<file path="src/rtl/fpfa_pkg.sv">
// Package with shared constants, codes and item types of the fixed partition fit allocator.
package fpfa_pkg;

   localparam int MAX_PARTS  = 16;
   localparam int MAX_PROCS  = 16;
   localparam int SIZE_BITS  = 10;

   localparam int PART_IDX_W = $clog2(MAX_PARTS);
   localparam int PROC_IDX_W = $clog2(MAX_PROCS);
   localparam int PROC_CNT_W = $clog2(MAX_PROCS + 1);
   localparam int SCAN_LEN   = (MAX_PARTS > MAX_PROCS) ? MAX_PARTS : MAX_PROCS;
   localparam int SCAN_W     = $clog2(SCAN_LEN);

   localparam int OP_W       = 2;
   localparam int POLICY_W   = 2;
   localparam int PARTS_W    = 5;
   localparam int SUM_W      = 14;
   localparam int CSR_IDX_W  = 1;
   localparam int CSR_DATA_W = 5;

   localparam logic [SUM_W-1:0] SUM_MAX = {SUM_W{1'b1}};

   localparam logic [OP_W-1:0] OP_LOAD   = 2'd0;
   localparam logic [OP_W-1:0] OP_ALLOC  = 2'd1;
   localparam logic [OP_W-1:0] OP_FINISH = 2'd2;
   localparam logic [OP_W-1:0] OP_NONE   = 2'd3;

   localparam logic [POLICY_W-1:0] POLICY_FIRST = 2'd0;
   localparam logic [POLICY_W-1:0] POLICY_BEST  = 2'd1;
   localparam logic [POLICY_W-1:0] POLICY_WORST = 2'd2;

   localparam logic [CSR_IDX_W-1:0] CSR_FIT_POLICY   = 1'b0;
   localparam logic [CSR_IDX_W-1:0] CSR_PARTS_IN_USE = 1'b1;

   typedef struct packed {
      logic [OP_W-1:0]       opcode;
      logic [3:0]            part_index;
      logic [SIZE_BITS-1:0]  part_size;
      logic                  part_busy;
      logic [SIZE_BITS-1:0]  process_size;
   } req_type;

   typedef struct packed {
      logic [OP_W-1:0]       kind;
      logic                  placed;
      logic [3:0]            placed_index;
      logic [SIZE_BITS-1:0]  leftover;
      logic [SUM_W-1:0]      internal_total;
      logic [SIZE_BITS-1:0]  external_frag;
   } rsp_type;

   typedef struct packed {
      logic latch;
      logic step;
      logic commit;
   } cmd_type;

   typedef struct packed {
      logic scan_last;
   } status_type;

endpackage

</file>
<file path="src/rtl/fpfa_ctrl.sv">
// Controller state machine that sequences accept, scan and commit of each item.
module fpfa_ctrl (
   input  logic                       clock,
   input  logic                       reset,
   input  logic                       req_valid,
   input  logic [fpfa_pkg::OP_W-1:0]  req_opcode,
   output logic                       req_stall,
   output logic                       rsp_valid,
   input  logic                       rsp_stall,
   output fpfa_pkg::cmd_type          cmd,
   input  fpfa_pkg::status_type       status
);
   import fpfa_pkg::*;

   typedef enum logic [1:0] {
      S_IDLE,
      S_SCAN,
      S_COMMIT
   } state_type;

   state_type state_ff;
   state_type state_in;
   logic      rsp_valid_ff;
   logic      rsp_valid_in;
   logic      accept;
   logic      out_free;

   assign req_stall = (state_ff != S_IDLE);
   assign accept    = req_valid && !req_stall;
   assign out_free  = !rsp_valid_ff || !rsp_stall;
   assign rsp_valid = rsp_valid_ff;

   always_comb begin
      state_in     = state_ff;
      rsp_valid_in = rsp_valid_ff && rsp_stall;
      cmd          = '0;
      unique case (state_ff)
         S_IDLE: begin
            if (accept) begin
               cmd.latch = 1'b1;
               if (req_opcode == OP_LOAD) begin
                  state_in = S_COMMIT;
               end else if (req_opcode == OP_ALLOC || req_opcode == OP_FINISH) begin
                  state_in = S_SCAN;
               end
            end
         end
         S_SCAN: begin
            cmd.step = 1'b1;
            if (status.scan_last) begin
               state_in = S_COMMIT;
            end
         end
         S_COMMIT: begin
            if (out_free) begin
               cmd.commit   = 1'b1;
               rsp_valid_in = 1'b1;
               state_in     = S_IDLE;
            end
         end
         default: state_in = S_IDLE;
      endcase
   end

   always_ff @(posedge clock) begin
      if (reset) begin
         state_ff     <= S_IDLE;
         rsp_valid_ff <= 1'b0;
      end else begin
         state_ff     <= state_in;
         rsp_valid_ff <= rsp_valid_in;
      end
   end

`ifndef SYNTHESIS
   a_rsp_from_commit: assert property (@(posedge clock) disable iff (reset)
      $rose(rsp_valid_ff) |-> $past(state_ff == S_COMMIT))
      else $error("result raised outside commit");

   a_commit_free: assert property (@(posedge clock) disable iff (reset)
      cmd.commit |-> (!rsp_valid_ff || !rsp_stall))
      else $error("commit into an occupied output register");

   a_scan_end: assert property (@(posedge clock) disable iff (reset)
      (state_ff == S_SCAN && status.scan_last) |=> state_ff == S_COMMIT)
      else $error("scan end did not lead to commit");

   a_load_direct: assert property (@(posedge clock) disable iff (reset)
      (accept && req_opcode == OP_LOAD) |=> state_ff == S_COMMIT)
      else $error("load item did not go straight to commit");
`endif

endmodule

</file>
<file path="src/rtl/fpfa_dp.sv">
// Datapath with partition and unplaced stores, scan registers, totals and result register.
module fpfa_dp (
   input  logic                            clock,
   input  logic                            reset,
   input  fpfa_pkg::req_type               req_data,
   output fpfa_pkg::rsp_type               rsp_data,
   input  logic                            csr_wr_en,
   input  logic [fpfa_pkg::CSR_IDX_W-1:0]  csr_index,
   input  logic [fpfa_pkg::CSR_DATA_W-1:0] csr_wdata,
   input  fpfa_pkg::cmd_type               cmd,
   output fpfa_pkg::status_type            status
);
   import fpfa_pkg::*;

   logic [SIZE_BITS-1:0]  part_size_mem [MAX_PARTS];
   logic                  part_filled_ff [MAX_PARTS];
   logic [SIZE_BITS-1:0]  unplaced_mem [MAX_PROCS];

   logic [POLICY_W-1:0]   policy_ff;
   logic [PARTS_W-1:0]    parts_ff;
   req_type               req_ff;
   rsp_type               rsp_ff;
   rsp_type               rsp_in;
   logic [SCAN_W-1:0]     cnt_ff;
   logic [SCAN_W-1:0]     cnt_in;
   logic [SIZE_BITS-1:0]  size_rd_ff;
   logic [SIZE_BITS-1:0]  unplaced_rd_ff;
   logic                  found_ff;
   logic                  found_in;
   logic [PART_IDX_W-1:0] pick_ff;
   logic [PART_IDX_W-1:0] pick_in;
   logic [SIZE_BITS-1:0]  best_ff;
   logic [SIZE_BITS-1:0]  best_in;
   logic [SIZE_BITS-1:0]  ext_ff;
   logic [SIZE_BITS-1:0]  ext_in;
   logic [SUM_W-1:0]      sum_ff;
   logic [SUM_W-1:0]      sum_in;
   logic [PROC_CNT_W-1:0] count_ff;
   logic [PROC_CNT_W-1:0] count_in;

   logic [PART_IDX_W-1:0] part_addr;
   logic [SIZE_BITS-1:0]  cur_size;
   logic                  cur_filled;
   logic [SIZE_BITS-1:0]  cur_unplaced;
   logic                  part_active;
   logic                  proc_active;
   logic                  fits;
   logic                  take;
   logic                  fit_ok;
   logic [SIZE_BITS-1:0]  left;
   logic [SUM_W:0]        sum_wide;
   logic [SUM_W-1:0]      sum_sat;

   assign part_addr    = cnt_ff[PART_IDX_W-1:0];
   assign cur_size     = size_rd_ff;
   assign cur_filled   = part_filled_ff[part_addr];
   assign cur_unplaced = unplaced_rd_ff;
   assign part_active  = (parts_ff >= PARTS_W'(MAX_PARTS)) || (PARTS_W'(cnt_ff) < parts_ff);
   assign proc_active  = PROC_CNT_W'(cnt_ff) < count_ff;
   assign fits         = cur_size >= req_ff.process_size;
   assign status.scan_last = (cnt_ff == SCAN_W'(SCAN_LEN - 1));

   always_comb begin
      cnt_in = cnt_ff;
      if (cmd.latch) begin
         cnt_in = '0;
      end else if (cmd.step) begin
         cnt_in = cnt_ff + 1'b1;
      end
   end

   always_comb begin
      take = 1'b0;
      case (policy_ff)
         POLICY_BEST:  take = fits && (!found_ff || cur_size < best_ff);
         POLICY_WORST: take = !found_ff || cur_size > best_ff;
         default:      take = fits && !found_ff;
      endcase
      take = take && part_active && !cur_filled;
   end

   assign fit_ok   = found_ff && (best_ff >= req_ff.process_size);
   assign left     = best_ff - req_ff.process_size;
   assign sum_wide = {1'b0, sum_ff} + (SUM_W + 1)'(left);
   assign sum_sat  = (sum_wide > (SUM_W + 1)'(SUM_MAX)) ? SUM_MAX : sum_wide[SUM_W-1:0];

   always_comb begin
      found_in = found_ff;
      pick_in  = pick_ff;
      best_in  = best_ff;
      ext_in   = ext_ff;
      sum_in   = sum_ff;
      count_in = count_ff;
      rsp_in   = rsp_ff;
      if (cmd.latch) begin
         found_in = 1'b0;
         pick_in  = '0;
         best_in  = '0;
         ext_in   = '0;
      end
      if (cmd.step) begin
         if (req_ff.opcode == OP_ALLOC && take) begin
            found_in = 1'b1;
            pick_in  = part_addr;
            best_in  = cur_size;
         end
         if (req_ff.opcode == OP_FINISH && proc_active
             && SUM_W'(cur_unplaced) <= sum_ff && cur_unplaced > ext_ff) begin
            ext_in = cur_unplaced;
         end
      end
      if (cmd.commit) begin
         rsp_in                = '0;
         rsp_in.kind           = req_ff.opcode;
         rsp_in.internal_total = sum_ff;
         unique case (req_ff.opcode)
            OP_ALLOC: begin
               if (fit_ok) begin
                  rsp_in.placed         = 1'b1;
                  rsp_in.placed_index   = 4'(pick_ff);
                  rsp_in.leftover       = left;
                  rsp_in.internal_total = sum_sat;
                  sum_in                = sum_sat;
               end else if (count_ff < PROC_CNT_W'(MAX_PROCS)) begin
                  count_in = count_ff + 1'b1;
               end
            end
            OP_FINISH: begin
               rsp_in.external_frag = ext_ff;
               sum_in               = '0;
               count_in             = '0;
            end
            default: ;
         endcase
      end
   end

   always_ff @(posedge clock) begin
      if (reset) begin
         policy_ff <= POLICY_FIRST;
         parts_ff  <= PARTS_W'(MAX_PARTS);
         sum_ff    <= '0;
         count_ff  <= '0;
         cnt_ff    <= '0;
      end else begin
         sum_ff   <= sum_in;
         count_ff <= count_in;
         cnt_ff   <= cnt_in;
         if (csr_wr_en) begin
            unique case (csr_index)
               CSR_FIT_POLICY:   policy_ff <= csr_wdata[POLICY_W-1:0];
               CSR_PARTS_IN_USE: parts_ff  <= csr_wdata[PARTS_W-1:0];
               default: ;
            endcase
         end
      end
   end

   always_ff @(posedge clock) begin
      found_ff       <= found_in;
      pick_ff        <= pick_in;
      best_ff        <= best_in;
      ext_ff         <= ext_in;
      rsp_ff         <= rsp_in;
      size_rd_ff     <= part_size_mem[cnt_in[PART_IDX_W-1:0]];
      unplaced_rd_ff <= unplaced_mem[cnt_in[PROC_IDX_W-1:0]];
      if (cmd.latch) begin
         req_ff <= req_data;
      end
      if (cmd.commit && req_ff.opcode == OP_LOAD) begin
         part_size_mem[req_ff.part_index[PART_IDX_W-1:0]]  <= req_ff.part_size;
         part_filled_ff[req_ff.part_index[PART_IDX_W-1:0]] <= req_ff.part_busy;
      end
      if (cmd.commit && req_ff.opcode == OP_ALLOC && fit_ok) begin
         part_filled_ff[pick_ff] <= 1'b1;
      end
      if (cmd.commit && req_ff.opcode == OP_ALLOC && !fit_ok
          && count_ff < PROC_CNT_W'(MAX_PROCS)) begin
         unplaced_mem[count_ff[PROC_IDX_W-1:0]] <= req_ff.process_size;
      end
   end

   assign rsp_data = rsp_ff;

endmodule

</file>
<file path="src/rtl/fixed_partition_fit_allocator_core.sv">
// Top level of the fixed partition fit allocator: controller, datapath and ports.
// A load item goes from accept straight to commit; an allocate or finish item goes
// from accept through a scan that visits one partition or one unplaced entry
// per cycle to commit; an item with the unused opcode is only accepted and gives no
// result. The commit also waits while the output register holds an untaken result.
// Only one item is in work at a time; the scan over the stores sets the rate. The user
// must write configuration between items for it to act on the next item; not enforced.
module fixed_partition_fit_allocator_core (
   input  logic                            clock,
   input  logic                            reset,
   input  logic                            req_valid,
   output logic                            req_stall,
   input  fpfa_pkg::req_type               req_data,
   output logic                            rsp_valid,
   input  logic                            rsp_stall,
   output fpfa_pkg::rsp_type               rsp_data,
   input  logic                            csr_wr_en,
   input  logic [fpfa_pkg::CSR_IDX_W-1:0]  csr_index,
   input  logic [fpfa_pkg::CSR_DATA_W-1:0] csr_wdata
);
   import fpfa_pkg::*;

   cmd_type    cmd;
   status_type status;

   fpfa_ctrl u_ctrl (
      .clock      (clock),
      .reset      (reset),
      .req_valid  (req_valid),
      .req_opcode (req_data.opcode),
      .req_stall  (req_stall),
      .rsp_valid  (rsp_valid),
      .rsp_stall  (rsp_stall),
      .cmd        (cmd),
      .status     (status)
   );

   fpfa_dp u_dp (
      .clock     (clock),
      .reset     (reset),
      .req_data  (req_data),
      .rsp_data  (rsp_data),
      .csr_wr_en (csr_wr_en),
      .csr_index (csr_index),
      .csr_wdata (csr_wdata),
      .cmd       (cmd),
      .status    (status)
   );

endmodule
</file>
<file path="config.mk">
export PLATFORM = sky130hd
export DESIGN_NAME = fixed_partition_fit_allocator_core
export DESIGN_NICKNAME = d
export VERILOG_FILES = /design/src/rtl/fpfa_pkg.sv /design/src/rtl/fpfa_ctrl.sv /design/src/rtl/fpfa_dp.sv /design/src/rtl/fixed_partition_fit_allocator_core.sv
export SDC_FILE = /design/constraint.sdc
export NUM_CORES = 1
export LEC_CHECK = 0
export ABC_AREA = 1
export BUFFER_PORTS_ARGS = -buffer_cell sky130_fd_sc_hd__buf_2
export CAP_MARGIN = 20
export CORE_ASPECT_RATIO = 1.2
export CORE_MARGIN = 5
export CORE_UTILIZATION = 56
export CTS_BUF_LIST = sky130_fd_sc_hd__clkbuf_16
export CTS_CLUSTER_DIAMETER = 120
export CTS_CLUSTER_SIZE = 14
export DETAILED_ROUTE_END_ITERATION = 8
export GPL_ROUTABILITY_DRIVEN = 0
export PLACE_DENSITY = 0.76
export SYNTH_ARGS = -nofsm -noshare
export SYNTH_HDL_FRONTEND = slang
export SYNTH_SLANG_ARGS = --single-unit
</file>
<file path="constraint.sdc">
create_clock -name clock -period 2.9 [get_ports clock]
set_input_delay 0.29 -clock clock [delete_from_list [all_inputs] [get_ports clock]]
set_output_delay 0.29 -clock clock [all_outputs]
set_load 0.01 [all_outputs]
</file>
Word level (Yosys, flattened, before mapping)
Memory sizes are Yosys's and may differ from the RTL's. A register that Yosys moved wholly into a read port is not among the register bits.
Cells that the tools add are included.
{ "op_classes": {"add_sub_neg": 4, "magnitude_cmp": 11, "eq_ne": 16, "mux": 46, "bitwise": 1, "reduce_logical": 39} }
{ "ops": {"columns": ["cell", "n"], "rows": [
  ["10-bit 2-to-1 mux", 6],
  ["14-bit 2-to-1 mux", 3],
  ["29-bit 2-to-1 mux", 1],
  ["4-bit 2-to-1 mux", 7],
  ["14-bit one-hot mux with 2 select lines", 1],
  ["10-bit greater-or-equal comparator", 2],
  ["10-bit > comparator", 2],
  ["1-bit 2-to-1 mux", 18],
  ["1-bit logical AND", 16],
  ["14-bit by 10-bit adder with 15-bit output", 1],
  ["15-bit by 14-bit > comparator with 1-bit output (second input constant)", 1],
  ["10-bit by 14-bit <= comparator with 1-bit output", 1],
  ["10-bit < comparator", 1],
  ["4-bit by 5-bit < comparator with 1-bit output", 2],
  ["2-bit 2-to-1 mux", 5],
  ["5-bit 2-to-1 mux", 2],
  ["5-bit one-hot mux with 2 select lines", 1],
  ["10-bit subtractor", 1],
  ["2-bit by 1-bit == test with 1-bit output (second input constant)", 4],
  ["2-bit == test (second input constant)", 4],
  ["4-bit AND reduction", 2],
  ["1-bit logical NOT", 6],
  ["2-bit logical NOT", 3],
  ["2-bit by 1-bit inequality test with 1-bit output (second input constant)", 3],
  ["other kinds (15)", 24]
]} }
{ "totals": {"regBits": 126, "mem_bits_rw": 336, "inputBits": 38, "word_cells": 142, "n_memories": 3} }
{ "mem_list": {"columns": ["name", "words", "word_bits", "rd", "rd_clocked_by_memory_dff", "write_ports", "line", "source"], "rows": [
  ["u_dp.part_size_mem", 16, 10, 1, 1, 1, "fpfa_dp.sv:15", "logic [SIZE_BITS-1:0] part_size_mem [MAX_PARTS];"],
  ["u_dp.unplaced_mem", 16, 10, 1, 1, 1, "fpfa_dp.sv:17", "logic [SIZE_BITS-1:0] unplaced_mem [MAX_PROCS];"],
  ["u_dp.part_filled_ff", 16, 1, 1, 1, 1, "fpfa_dp.sv:16", "logic part_filled_ff [MAX_PARTS];"]
]} }

Depth between registers and ports, before layout
{ "depth": {"ltp_word": 10, "depth_mapped": 20, "ltp_nobuf": 20} }

Modules after synthesis
From an unflattened synthesis, not the netlist that was laid out.
{ "unflattened": {"cells_unflattened": 2045, "area_unflattened_um2": 21386.8} }
{ "modules_own_cells": {"columns": ["mod", "instances", "cells_per_inst", "area_each_um2", "seq_area_each_um2"], "rows": [
  ["fpfa_dp", 1, 2016, 21211.6, 13633.1],
  ["fpfa_ctrl", 1, 29, 175.2, 60.1]
]} }

Worst setup path before layout
Ideal clock, no wire load.
{ "synth_timing": {"path_type": "register to register", "start": "register u_dp.req_ff[0] (netlist bit)", "end": "register u_dp.rsp_ff (netlist bit u_dp.rsp_data[22]) (data pin)", "setup_ns": 0.258, "arrival_ns": 2.983, "path_slack_ns": -0.341, "path_stages_with_launch": 18, "path_buffers": 1, "period_less_slack_ns": 3.241, "cell_sequence": "edfxtp_1 ha_1 fa_1 inv_1 a21oi_1 o21bai_1 xor2_1 inv_1 ha_1 nand2_1 a21oi_1 nor2_1 nand3_1 nand3_1 buf_2 nand3_1 nor2_1 a21oi_1"} }
{ "synth_via": {"elab_chain_len": 6, "word_cells_on_any_way": 8, "cone_classes": "2 x add/sub; 2 x order compare; 3 x mux; 1 x reduce/logical"} }
{ "synth_lines": {"columns": ["item", "line", "source"], "rows": [
  ["from (decl)", "fpfa_dp.sv:21", "req_type req_ff;"],
  ["from (signal assigned)", "fpfa_dp.sv:168", "req_ff <= req_data;"],
  ["10-bit subtractor (*)", "fpfa_dp.sv:83", "assign left = best_ff - req_ff.process_size;"],
  ["named net u_dp.left[8]", "fpfa_dp.sv:50", "logic [SIZE_BITS-1:0] left;"],
  ["14-bit by 10-bit adder with 15-bit output (*)", "fpfa_dp.sv:84", "assign sum_wide = {1'b0, sum_ff} + (SUM_W + 1)'(left);"],
  ["15-bit by 14-bit > comparator with 1-bit output", "fpfa_dp.sv:85", "assign sum_sat = (sum_wide > (SUM_W + 1)'(SUM_MAX)) ? SUM_MAX : sum_wide[SUM_W-1:0];"],
  ["14-bit 2-to-1 mux (*)", "fpfa_dp.sv:85", null],
  ["29-bit 2-to-1 mux (*)", "fpfa_dp.sv:118", "if (fit_ok) begin"],
  ["14-bit 2-to-1 mux (*)", "fpfa_dp.sv:116", "unique case (req_ff.opcode)"],
  ["to (signal assigned)", "fpfa_dp.sv:164", "rsp_ff <= rsp_in;"],
  ["to (decl)", "fpfa_dp.sv:22", "rsp_type rsp_ff;"]
]} }
Mark *: on every way through the listed nets, which the timed path passes. The rest lies on a longest branch.
A chain may end at the register's enable or synchronous reset.

Worst setup path after layout
{ "layout_timing": {"start": "register u_dp.req_ff[2] (netlist bit)", "end": "register u_dp.rsp_ff (netlist bit u_dp.rsp_data[22]) (data pin)"} }
The elaborated chain is that of the path after synthesis.

==> impl_metrics.csv <==
group,metric,value,unit
sta,fmax,303.8,MHz
clocking,clkLatencyLatePin,0.56,ns
sta,rsz0062_at_grt,"true",
detailed_routing,firstDrtPassIters,6,
global_route,grt_pass1_wl,83030,um
sta,hold_ws,0.03362,ns
placed_design,port-buffer-count,80,
layout,layout_commonest_cell,"edfxtp_1",
setup_path,endpoint_kind,"flip-flop",
setup_path,crit_buf_inv,4,
sta,hold_viol,0,
sta,setup_ws,-0.3917,ns
synthesis,netlist_instances,1968,
synthesis,netlist_area,21310,um2
global_route,antenna_found_initial,1,
outcome,violations,"negative setup slack",
floorplanning,die_w,188.1,um
layout,final_cell_mix,"404 x edfxtp_1, 259 x nor2_1, 207 x nand2_1",
setup_path,cpLargestDelayFamily,"simple AND/OR/NAND/NOR gates",
synthesis,yosys.area_share.xor_xnor,0.6166,%
pwr,vdd_drop_max,0.0004491,V
setup_path,worstPathArrival,3.58,ns
floorplanning,initial_utilization,56.56,%
layout,syn2layout_area_growth,17.63,%
synthesis,synth_cell_type_count,39,
setup_path,cpMaxStageDelayCell,"edfxtp_1",
sta,tns,-8.135,ns
synthesis,synth.area.top_cells,"edfxtp_1 57%, dfxtp_1 7.3%, nor2_1 4.7%",
detailed_routing,drcViolationCount,0,
setup_path,ff2ff_setup_slack,-0.39,ns
setup_path,worst_setup_path_start_kind,"flip-flop",
clocking,clk_pin_slew,0.08,ns
setup_path,crit_fanout,7,
setup_path,path_cells,"inv_2, ha_4, a21o_1, nand3_2, nand2_2, a21oi_4, o21ai_1, xor2_1, inv_1, ha_4, nand2_2, a21oi_2, nor2_2, nand3_2, buf_6, nand3_4, buf_12, nand3_4, nor2_2, a21oi_1",
floorplanning,die-area,42070,um2
placed_design,hpwlAfterDp,34210,um
synthesis,synth_top_family_by_area,"simple AND/OR/NAND/NOR gates",
worst_hold_path,hold_path.class,"input pin to flip-flop",
synthesis,synth_compound_area_share,10.71,%
pwr,p_leak,9.572,nW
synthesis,yosys.area.top_type,"edfxtp_1",
synthesis,synth_seq_area_share,64.26,%
detailed_routing,drt_iter0_drc,1742,
pwr,power.density,651.8,nW/um2
sta,slew_viol_final,0,
outcome,outcome,"finished, violations left",
clocking,cts_max_level,2,
setup_path,max_stage_delay,0.41,ns
floorplanning,boundaryPins,81,
detailed_routing,totalWireLength,53770,um
synthesis,yosysWarnings,0,
synthesis,synthesis.nets,2083,
clocking,cts.sinks,482,
floorplanning,die-height,223.7,um
clocking,root_buffer,"clkbuf_16",
global_route,grt_start_max_net_pins,57,
detailed_routing,final_antenna_net_count,0,
synthesis,synth-seq-cells,482,
floorplanning,core-area,37670,um2
global_route,grt.overflow.total,0,
sta,finalSetupViolations,28,
global_route,grt_pass1_vias,15350,
synthesis,netlist.area_leader.share,56.93,%
floorplanning,row_count,78,
clocking,cts-buffers-inserted,40,
synthesis,synth_adder_area_share,4.592,%
layout,layout-drive-gt1-share,18.44,%
layout,num_antenna_cells,0,
detailed_routing,viasPerCell,5.867,
flow_run,max_cap_viol_count,0,
detailed_routing,wl_per_cell,20.05,um
sta,layout_min_cycle_time,3.292,ns
sta,clock_skew,0.02712,ns
clocking,clock_path_buffers,3,
synthesis,syn_area_per_cell,10.83,um2
synthesis,synthMuxAreaShare,0,%
global_route,track_usage,25.01,%
sta,relSlewSlack,34.53,%
synthesis,synthSimpleGateAreaFrac,14.26,%
setup_path,path_class,"flip-flop to flip-flop",
layout,final_nets,2296,
sta,worstMarginPinSlew,0.9809,ns
detailed_routing,via_count,15735,
sta,fin_crit_sh,113.5,%
setup_path,worst_ep_required_time,3.18,ns
clocking,cts_tree,"yes",
==> where the power goes <==
group,leakage (nW),internal (mW),switching [mW]
combinational,4.64,1.26,2.14
sequential,4.32,7.86,0.277
clock,0.615,2.49,2.31
total,9.57,11.6,4.73
==> per-layer routing <==
layer	routed length [um]	up-vias	GRT usage, %
met5	7	-	0
met4	2558	2	10.94
met2	26170	763	42.12
li1	-	7310	-
met3	4599	168	4.676
met1	20430	7492	31.93
==> logic make-up (layout without fill, tap and decap cells) <==
family,count (synthesis),after routing
xor+xnor,15,15
simple gates,709,709
flops,482,482
buf+inv,279,513
fa+ha+maj,77,77
compound gates,406,406
==> Yosys cell counts, drive strengths merged <==
library cell	instances
nor2	276
nand4	24
nand3	119
o21a	2
or2	13
nand3b	1
a21o	2
nor3	27
clkbuf	30
ha	75
nand2	246
o31ai	1
edfxtp	404
dfxtp	78
xor2	9
fa	2
buf	57
o2111ai	2
a21oi	113
nor4	3
o211ai	88
o21bai	4
inv	192
o21ai	194
xnor2	6
==> flip-flops by register name (all words and copies together), names as in the netlist <==
| name | cells |
|---|---|
| u_dp.part_size_mem | 160 |
| u_dp.unplaced_mem | 160 |
| u_dp.rsp_data | 41 |
| u_dp.req_ff | 27 |
| u_dp.part_filled_ff | 16 |
| u_dp.sum_ff | 14 |
| u_dp.best_ff | 10 |
| u_dp.cur_size | 10 |
| u_dp.cur_unplaced | 10 |
| u_dp.ext_ff | 10 |
| u_dp.count_ff | 5 |
| u_dp.parts_ff | 5 |
| u_dp.cnt_ff | 4 |
| u_dp.pick_ff | 4 |
| u_ctrl.state_ff | 2 |
| u_dp.policy_ff | 2 |
| u_ctrl.rsp_valid | 1 |
| u_dp.found_ff | 1 |
==> worst reg2reg max path, delay by kind of cell, from the launching register on <==
family	cells	cell delay, ns
xor gates and xnor gates	1	0.19
AOI/OAI and AO/OA	5	0.59
DFF	1	0.41
and+or+nand+nor	8	0.81
adders and majority gates	2	0.46
buffers and inverters	4	0.56
==> metrics by stage <==
| stage | instances | area, um2 | setup slack (ns) | utilization [%] | power (mW) |
|---|---|---|---|---|---|
| floorplan | 1968 | 21430 | -0.07671 | - | 10.28 |
| global placement | 2563 | 22990 | -0.1596 | 61.02 | 11.22 |
| finish | 2682 | 25060 | -0.3917 | 66.53 | 16.34 |
| detailed placement | 2563 | 22990 | -0.1991 | 61.02 | 11.35 |
| CTS | 2678 | 24820 | -0.1048 | 65.88 | 16.31 |
| global route | 2682 | 25060 | -0.4903 | 66.53 | 17.09 |
==> cell type report <==
cell class	count	area, um2
clock inverters	23	108.9
fillers	2644	12610
inverters	192	720.7
clock buffers	40	1001
multi-input cells	1207	6989
repair buffers	258	1949
well taps	480	600.6
flip-flops and latches	482	13690
==> final timing paths <==
path	depth (start not counted)	end	start
setup / recovery	20	u_dp.rsp_data[22]$_DFFE_PP_	u_dp.req_ff[2]$_DFFE_PP_
hold / removal	1	u_dp.req_ff[7]$_DFFE_PP_	req_data[7]
hold reg to reg	2	u_dp.parts_ff[1]$_SDFFE_PP0P_	u_dp.parts_ff[1]$_SDFFE_PP0P_
setup reg to reg	20	u_dp.rsp_data[22]$_DFFE_PP_	u_dp.req_ff[2]$_DFFE_PP_
==> what timing repair did <==
item                                    CTS  global route
hold buffers                             29             0
hold endpoints to repair                 29             0
gates resized for setup                  49            58
pin swaps                                17            30
endpoints found under the setup margin   29           174
buffers inserted                         22             4
cloned                                    1             0
Note: power is estimated with default switching activity, not from simulation.
